## src/hsl_pkg.sv

```systemverilog
package hsl_pkg;

    // Default fraction width: ONE = 1 << FRAC_BITS stands for 1.0
    localparam int HSL_FRAC_BITS = 16;

    // Segment of the piecewise hue ramp
    typedef enum logic [1:0] {
        SEG_RISE,
        SEG_HIGH,
        SEG_FALL,
        SEG_LOW
    } t_seg;

endpackage

```

## src/hsl_levels.sv

```systemverilog
// Interpolation levels v1, v2 and their clamped difference.
// Two register stages: the l*s product, then v1/v2/d.
module hsl_levels
    import hsl_pkg::*;
#(
    parameter int FRAC_BITS = HSL_FRAC_BITS
) (
    input  logic                        i_clk,
    input  logic [FRAC_BITS:0]          i_sat,
    input  logic [FRAC_BITS:0]          i_light,
    output logic signed [FRAC_BITS+2:0] o_v1,
    output logic signed [FRAC_BITS+2:0] o_v2,
    output logic [FRAC_BITS+1:0]        o_diff
);

    localparam int W = FRAC_BITS + 3;

    logic [2*FRAC_BITS+1:0]     n_prod;
    logic [FRAC_BITS:0]         r_ls;
    logic [FRAC_BITS:0]         r_sat;
    logic [FRAC_BITS:0]         r_light;
    logic signed [W-1:0]        n_v2;
    logic signed [W-1:0]        n_v1;
    logic signed [W-1:0]        n_diff;
    logic signed [W-1:0]        r_v1;
    logic signed [W-1:0]        r_v2;
    logic [FRAC_BITS+1:0]       r_diff;

    // Truncated l*s
    assign n_prod = i_light * i_sat;

    always_ff @(posedge i_clk) begin
        r_ls    <= n_prod[2*FRAC_BITS:FRAC_BITS];
        r_sat   <= i_sat;
        r_light <= i_light;
    end

    // Form v2 by lightness half, then v1 = 2l - v2, d = max(v2 - v1, 0)
    always_comb begin
        if (r_light[FRAC_BITS:FRAC_BITS-1] == 2'b00) begin
            n_v2 = W'(r_light) + W'(r_ls);
        end else begin
            n_v2 = W'(r_light) + W'(r_sat) - W'(r_ls);
        end
        n_v1   = (W'(r_light) <<< 1) - n_v2;
        n_diff = n_v2 - n_v1;
    end

    always_ff @(posedge i_clk) begin
        r_v1   <= n_v1;
        r_v2   <= n_v2;
        r_diff <= n_diff[W-1] ? '0 : n_diff[FRAC_BITS+1:0];
    end

    assign o_v1   = r_v1;
    assign o_v2   = r_v2;
    assign o_diff = r_diff;

endmodule

```

## src/hsl_ramp.sv

```systemverilog
// Hue ramp for one channel. Segment and factor are found from the hue
// point, registered in stages B and C to line up with the levels, multiplied by d,
// then the channel is formed and clamped combinationally at the output.
module hsl_ramp
    import hsl_pkg::*;
#(
    parameter int FRAC_BITS = HSL_FRAC_BITS
) (
    input  logic                        i_clk,
    input  logic [FRAC_BITS-1:0]        i_hue,
    input  logic signed [FRAC_BITS+2:0] i_v1,
    input  logic signed [FRAC_BITS+2:0] i_v2,
    input  logic [FRAC_BITS+1:0]        i_diff,
    output logic [FRAC_BITS:0]          o_chan
);

    localparam int                  W    = FRAC_BITS + 3;
    localparam logic [W-1:0]        ONE  = W'(1) << FRAC_BITS;
    localparam logic [W-1:0]        TWO  = W'(2) << FRAC_BITS;

    logic [W-1:0]               n_six;
    logic [W-1:0]               n_three;
    logic [W-1:0]               n_fall;
    t_seg                       n_seg;
    logic [FRAC_BITS:0]         n_fac;
    t_seg                       r_seg_b;
    logic [FRAC_BITS:0]         r_fac_b;
    t_seg                       r_seg_c;
    logic [FRAC_BITS:0]         r_fac_c;
    logic [2*FRAC_BITS+2:0]     n_prod;
    logic [FRAC_BITS+1:0]       r_prod;
    t_seg                       r_seg_d;
    logic signed [W-1:0]        r_v1;
    logic signed [W-1:0]        r_v2;
    logic signed [W-1:0]        n_val;

    // Pick the segment and the slope factor
    always_comb begin
        n_six   = (W'(i_hue) << 2) + (W'(i_hue) << 1);
        n_three = (W'(i_hue) << 1) + W'(i_hue);
        n_fall  = (TWO - n_three) << 1;
        n_fac   = '0;
        if (n_six < ONE) begin
            n_seg = SEG_RISE;
            n_fac = n_six[FRAC_BITS:0];
        end else if (!i_hue[FRAC_BITS-1]) begin
            n_seg = SEG_HIGH;
        end else if (n_three < TWO) begin
            n_seg = SEG_FALL;
            n_fac = n_fall[FRAC_BITS:0];
        end else begin
            n_seg = SEG_LOW;
        end
    end

    // Stage B then a delay stage C
    always_ff @(posedge i_clk) begin
        r_seg_b <= n_seg;
        r_fac_b <= n_fac;
        r_seg_c <= r_seg_b;
        r_fac_c <= r_fac_b;
    end

    // Stage D: slope product, truncated
    assign n_prod = i_diff * r_fac_c;

    always_ff @(posedge i_clk) begin
        r_prod  <= n_prod[2*FRAC_BITS+1:FRAC_BITS];
        r_seg_d <= r_seg_c;
        r_v1    <= i_v1;
        r_v2    <= i_v2;
    end

    // Select by segment and clamp to 0..ONE
    always_comb begin
        unique case (r_seg_d)
            SEG_RISE, SEG_FALL: n_val = r_v1 + signed'(W'(r_prod));
            SEG_HIGH:           n_val = r_v2;
            default:            n_val = r_v1;
        endcase
        if (n_val[W-1]) begin
            o_chan = '0;
        end else if (n_val > signed'(ONE)) begin
            o_chan = ONE[FRAC_BITS:0];
        end else begin
            o_chan = n_val[FRAC_BITS:0];
        end
    end

endmodule

```

## src/hsl_to_rgb_convert.sv

```systemverilog
// HSL plus alpha to RGB plus alpha, one pixel per clock. An item is taken
// at every edge with start high (busy is always low) and its result shows
// on the outputs with o_valid high for one cycle, after the five register
// stages (input, l*s product, levels, slope product, output). The receiver
// cannot stall the block. Hue is an unsigned fraction of a turn that wraps;
// saturation and lightness above 1.0 are taken as 1.0; channels are clamped
// to 0..1.0 and alpha passes through.
module hsl_to_rgb_convert
    import hsl_pkg::*;
#(
    parameter int FRAC_BITS = HSL_FRAC_BITS
) (
    input  logic                i_clk,
    input  logic                i_rst_n,
    input  logic                start,
    output logic                busy,
    input  logic [FRAC_BITS-1:0] i_hue,
    input  logic [FRAC_BITS:0]  i_saturation,
    input  logic [FRAC_BITS:0]  i_lightness,
    input  logic [FRAC_BITS:0]  i_alpha_in,
    output logic                o_valid,
    output logic [FRAC_BITS:0]  o_red,
    output logic [FRAC_BITS:0]  o_green,
    output logic [FRAC_BITS:0]  o_blue,
    output logic [FRAC_BITS:0]  o_alpha_out
);

    localparam logic [FRAC_BITS:0]   ONE   = (FRAC_BITS + 1)'(1) << FRAC_BITS;
    localparam logic [FRAC_BITS-1:0] THIRD = FRAC_BITS'((1 << FRAC_BITS) / 3);

    logic                   n_accept;
    logic                   r_vld_a;
    logic                   r_vld_b;
    logic                   r_vld_c;
    logic                   r_vld_d;
    logic                   r_vld_e;
    logic [FRAC_BITS-1:0]   r_hue_r;
    logic [FRAC_BITS-1:0]   r_hue_g;
    logic [FRAC_BITS-1:0]   r_hue_b;
    logic [FRAC_BITS:0]     r_sat;
    logic [FRAC_BITS:0]     r_light [4];
    logic [FRAC_BITS:0]     r_alpha [4];
    logic                   r_grey  [4];
    logic signed [FRAC_BITS+2:0] w_v1;
    logic signed [FRAC_BITS+2:0] w_v2;
    logic [FRAC_BITS+1:0]   w_diff;
    logic [FRAC_BITS:0]     w_red;
    logic [FRAC_BITS:0]     w_green;
    logic [FRAC_BITS:0]     w_blue;
    logic [FRAC_BITS:0]     r_red;
    logic [FRAC_BITS:0]     r_green;
    logic [FRAC_BITS:0]     r_blue;
    logic [FRAC_BITS:0]     r_alpha_out;
    logic [FRAC_BITS:0]     n_sat;
    logic [FRAC_BITS:0]     n_light;

    assign busy     = 1'b0;
    assign n_accept = start && !busy;

    // Saturate inputs above ONE
    assign n_sat   = (i_saturation > ONE) ? ONE : i_saturation;
    assign n_light = (i_lightness  > ONE) ? ONE : i_lightness;

    // Advance valid bits
    always_ff @(posedge i_clk) begin
        if (!i_rst_n) begin
            r_vld_a <= 1'b0;
            r_vld_b <= 1'b0;
            r_vld_c <= 1'b0;
            r_vld_d <= 1'b0;
            r_vld_e <= 1'b0;
        end else begin
            r_vld_a <= n_accept;
            r_vld_b <= r_vld_a;
            r_vld_c <= r_vld_b;
            r_vld_d <= r_vld_c;
            r_vld_e <= r_vld_d;
        end
    end

    // Stage A: capture the beat, offset hue by a third each way
    always_ff @(posedge i_clk) begin
        r_hue_r    <= i_hue + THIRD;
        r_hue_g    <= i_hue;
        r_hue_b    <= i_hue - THIRD;
        r_sat      <= n_sat;
        r_light[0] <= n_light;
        r_alpha[0] <= i_alpha_in;
        r_grey[0]  <= (n_sat == '0);
    end

    // Carry grey level, grey flag and alpha alongside the pipeline
    always_ff @(posedge i_clk) begin
        for (int i = 1; i < 4; i++) begin
            r_light[i] <= r_light[i-1];
            r_alpha[i] <= r_alpha[i-1];
            r_grey[i]  <= r_grey[i-1];
        end
    end

    hsl_levels #(.FRAC_BITS(FRAC_BITS)) u_levels (
        .i_clk   (i_clk),
        .i_sat   (r_sat),
        .i_light (r_light[0]),
        .o_v1    (w_v1),
        .o_v2    (w_v2),
        .o_diff  (w_diff)
    );

    hsl_ramp #(.FRAC_BITS(FRAC_BITS)) u_ramp_red (
        .i_clk  (i_clk),
        .i_hue  (r_hue_r),
        .i_v1   (w_v1),
        .i_v2   (w_v2),
        .i_diff (w_diff),
        .o_chan (w_red)
    );

    hsl_ramp #(.FRAC_BITS(FRAC_BITS)) u_ramp_green (
        .i_clk  (i_clk),
        .i_hue  (r_hue_g),
        .i_v1   (w_v1),
        .i_v2   (w_v2),
        .i_diff (w_diff),
        .o_chan (w_green)
    );

    hsl_ramp #(.FRAC_BITS(FRAC_BITS)) u_ramp_blue (
        .i_clk  (i_clk),
        .i_hue  (r_hue_b),
        .i_v1   (w_v1),
        .i_v2   (w_v2),
        .i_diff (w_diff),
        .o_chan (w_blue)
    );

    // Stage E: output registers, grey overrides the ramps
    always_ff @(posedge i_clk) begin
        r_red       <= r_grey[3] ? r_light[3] : w_red;
        r_green     <= r_grey[3] ? r_light[3] : w_green;
        r_blue      <= r_grey[3] ? r_light[3] : w_blue;
        r_alpha_out <= r_alpha[3];
    end

    assign o_valid     = r_vld_e;
    assign o_red       = r_red;
    assign o_green     = r_green;
    assign o_blue      = r_blue;
    assign o_alpha_out = r_alpha_out;

`ifndef SYNTH
    a_latency: assert property (@(posedge i_clk) disable iff (!i_rst_n)
        (start && !busy) |-> ##5 o_valid)
        else $error("accepted beat did not come out after five cycles");

    a_range: assert property (@(posedge i_clk) disable iff (!i_rst_n)
        o_valid |-> (o_red <= ONE && o_green <= ONE && o_blue <= ONE))
        else $error("channel above full scale");

    a_grey: assert property (@(posedge i_clk) disable iff (!i_rst_n)
        (start && !busy && i_saturation == '0) |-> ##5
        (o_red == o_green && o_green == o_blue))
        else $error("zero saturation did not give grey");

    a_alpha: assert property (@(posedge i_clk) disable iff (!i_rst_n)
        (start && !busy) |-> ##5 (o_alpha_out == $past(i_alpha_in, 5)))
        else $error("alpha not passed through");
`endif

endmodule

```

## config.mk

```make
export PLATFORM = sky130hd
export DESIGN_NAME = hsl_to_rgb_convert
export DESIGN_NICKNAME = d
export VERILOG_FILES = /design/src/hsl_pkg.sv /design/src/hsl_levels.sv /design/src/hsl_ramp.sv /design/src/hsl_to_rgb_convert.sv
export SDC_FILE = /design/constraint.sdc
export NUM_CORES = 2
export LEC_CHECK = 0
export BUFFER_PORTS_ARGS = -buffer_cell sky130_fd_sc_hd__buf_2
export CAP_MARGIN = 20
export CELL_PAD_IN_SITES_DETAIL_PLACEMENT = 0
export CELL_PAD_IN_SITES_GLOBAL_PLACEMENT = 1
export CORE_MARGIN = 2
export CORE_UTILIZATION = 35
export DETAILED_ROUTE_END_ITERATION = 12
export GPL_TIMING_DRIVEN = 0
export PLACE_DENSITY = 0.63
export SYNTH_ARGS = -nofsm -noshare
export SYNTH_HDL_FRONTEND = slang
export SYNTH_HIERARCHICAL = 1
export SYNTH_SLANG_ARGS = --single-unit
```

## constraint.sdc

```tcl
create_clock -name i_clk -period 8.2 [get_ports i_clk]
set_input_delay 0.82 -clock i_clk [delete_from_list [all_inputs] [get_ports i_clk]]
set_output_delay 0.82 -clock i_clk [all_outputs]
set_load 0.1 [all_outputs]
```

==> qor.txt <==
Post-route ant nets: 0
Hold Crit Class: input pin to register
CP max stage cell: dfxtp_1
# nets final: 8,749
Drt initial violations: 2,253
Synth cell types: 149
Final Util: 38.8%
H-tree depth: 3
Fin. Hold Viols: 0
# DRC: 0
Worst setup SP type: register
Initial Util: 35.2%
Gr ovfl total: 0
Main synth FF type: dfxtp_1
# Max-Cap Violations: 0
Reg clk slew, reported paths: 0.06 ns
Area Overhead vs Synth: 10.4%
Sink Count: 664
Fin area: 71,000 µm²
Worst-path fanout max: 10
Syn Area/Cell: 9.28 µm²
Num CTS Buffers: 76
Seq/Total Area, Yosys: 20.7%
Maximum clock insertion buffer count: 3
Number of flops mapped to enable cells by yosys: 0
First-pass GRT wire length: 289 mm
PortBufs: 138
Vias post-DR: 47,100
Worst path bufs/invs: 4
I/O pin count: 140
Most frequent CP cell: fa_1
Critical path class: register to register
CP delay by family, top: adder cells
Status: finished clean
Initial antenna violation count: 17
Ys async rst share: 0%
Synth warn: 6
Register Area: 13,300 µm²
Slew Viols, Final: 0
Least-Margin Pin Slew: 1.09 ns
Arr. time, crit path: 8.53 ns
Layout cells sized above 1: 7.04%
Hold Path Origin: i_alpha_in[4]
Fillcell total: 18,500
Worst path cell trace: clkbuf_1 > nand2_1 > fa_1 > inv_1 > fa_1 > fa_1 > inv_1 > fa_1 > inv_1 > fa_1 > fa_1 > ha_1 > o211ai_1 > a21oi_1 > a211oi_1 > o31a_1 > o41ai_2 > a31oi_1 > o211a_1 > o31ai_1 > a21oi_1 > xnor2_1
Post-CTS Setup Bufs: 0
CTS root buf: clkbuf_16
Max_slew headroom: 27.5%
Yosys reg bits: 664
PnR worst setup slack: 0.262 ns
Syn Inst Count: 6,933
Max stage delay on crit path: 0.84 ns
Gpl congestion: 0.871
Fin cells: 9,686
Worst skew pair latency: 0.69 ns
Die area: 187,000 µm²
CTS tree: yes
Syn_nets: 8,525
Dpl cells: 9,543
Vias in the first global route: 49,400
CP startpoint: r_light[0][6]$_SDFF_PN0_
GR Util All Layers: 20.1%
Placed Area: 68,300 µm²
Skew final: 0.0335 ns
Largest net degree at the start of global routing: 22
Syn Std Cell Area: 64,300 µm²
Worst EP required: 8.80 ns
Multi-input logic area: 45,100 µm²
Setup violators final: 0
Via/cell ratio: 4.86
RSZ-0062 raised after global routing: true
FP Rows: 157
Post-layout min period: 7.94 ns
Fmax: 0.126 GHz
Die Y-Extent: 433 µm
Critical R2R Launch: r_light[0][6]$_SDFF_PN0_
Die X: 433 µm
DP Worst Slack: -0.358 ns
Core area: 183,000 µm²
First-pass DRT Iterations: 5
Drt wl/cell: 19.1 µm
Final wirelength: 185 mm
Placed wire-length estimate: 149 mm
CP Capture Type: register
Final Cycle Share: 96.8%
[logic make-up (layout without fill, tap and decap cells)]
logic type | after synthesis | count (layout) | synth area share (%)
other | 2 | 10 | 0.0117
flip-flops | 664 | 664 | 20.7
AND/OR/NAND/NOR | 2019 | 2019 | 15.9
multiplexers | 68 | 68 | 1.11
AO/OA/AOI/OAI | 893 | 893 | 9.92
buffers and inverters | 1555 | 1836 | 9.26
adder cells (fa/ha/maj) | 1522 | 1522 | 40.2
XOR/XNOR | 210 | 210 | 2.92
[cells in the mapped netlist (14+ instances only)]
cell       instances  area share (%)
a2111oi_0         14            0.19
a211oi_1          39            0.46
a21o_1            75            0.88
a21oi_1          191             1.5
a21oi_2           15            0.20
a31oi_1           19            0.18
and2_1           532             5.2
and3_1            22            0.21
buf_2             18            0.14
clkbuf_1         193             1.1
dfxtp_1          664              21
fa_1             906              28
ha_1             616              12
inv_1           1320             7.7
mux2_2            18            0.32
mux2i_1           47            0.73
nand2_1          804             4.7
nand2b_1          39            0.38
nand3_1           56            0.44
nand4_1           26            0.25
nor2_1           221             1.3
nor2b_1           62            0.60
nor3_1            74            0.58
nor3b_1           23            0.27
nor4_1            23            0.22
o211ai_1          40            0.47
o21a_1            47            0.55
o21ai_0          175             1.4
o21ai_1           18            0.14
o21bai_1          19            0.22
o22ai_1           25            0.24
o31ai_1           21            0.25
or2_2             14            0.14
or3_1             30            0.29
xnor2_1          138             1.9
xor2_1            67            0.91
[state kept, by name, summed over array words and instances, names as in the netlist, 18 cells and up]
name / flops
r_light: 68
u_ramp_red/r_v2: 19
r_alpha: 68
u_levels/o_v1: 18
u_ramp_green/r_v2: 19
u_ramp_blue/r_v2: 19
u_ramp_red/r_v1: 19
u_ramp_green/r_v1: 19
u_ramp_blue/r_prod: 18
u_ramp_green/r_prod: 18
u_ramp_red/r_prod: 18
u_levels/o_v2: 19
u_ramp_blue/r_v1: 19
[worst paths after layout]
| path | endpoint | slack (ns) | cells past startpoint |
|---|---|---|---|
| max | u_levels/r_ls[16]$_DFF_P_ | 0.26 | 22 |
| min | r_alpha[0][4]$_DFF_P_ | 0.23 | 1 |
| max reg2reg | u_levels/r_ls[16]$_DFF_P_ | 0.26 | 22 |
| min reg2reg | u_ramp_red/r_fac_c[14]$_DFF_P_ | 0.31 | 0 |
[per-stage QoR]
stage          setup TNS, ns  hold slack, ns
6_report                   0           0.229
4_1_cts                    0           0.180
5_1_grt              -0.0424           0.203
3_5_place_dp          -0.645           0.312
3_3_place_gp          -13.02           0.309
2_1_floorplan              0           0.310
[layer usage]
metal | routed length, µm | GRT usage (%) | vias to the layer above
li1 | - | - | 22300
met1 | 81700 | 26.1 | 23600
met2 | 90800 | 34.9 | 923
met3 | 7200 | 2.21 | 264
met4 | 5520 | 6.12 | 0
met5 | 0 | 0 | -
[timing repair]
item / in CTS / in global routing
hold buffers: 0 / 0
resized for setup: 3 / 16
setup endpoints to repair: 4 / 5
pin swaps: 0 / 0
[layout make-up]
cell class              count  share of cell area [%]
multi-input cells        4714                    63.5
flip-flops and latches    664                    18.8
inverters                1323                    7.00
well taps                2464                    4.34
clock buffers              92                    2.91
plain buffers             232                    1.40
repair buffers            146                    1.18
clock inverters            43                   0.825
diodes                      8                  0.0282
[cell usage in the layout (no fill, tap or decap), drive strengths merged, types with 12 or more instances in the layout]
master,n
or4,12
mux2i,48
a2111oi,20
nor2,222
xor2,71
mux2,20
nor3b,32
o21bai,19
a21boi,14
nand2,806
a211oi,50
xnor2,139
o31ai,25
and3,23
a21oi,208
or2,16
o31a,13
a31oi,20
fa,906
a21o,77
o21a,50
o211ai,45
or3,31
o21ai,200
ha,616
nor2b,65
buf,183
o2111ai,13
dfxtp,664
clkbuf,287
nor4,26
clkinv,19
nand2b,40
nand3,63
nand3b,12
nor3,81
and2,534
inv,1335
o22ai,25
nand4,26
Power is left out: the tool's default activity adds up to more than one toggle a clock period on the data nets, which glitch-free logic cannot reach.
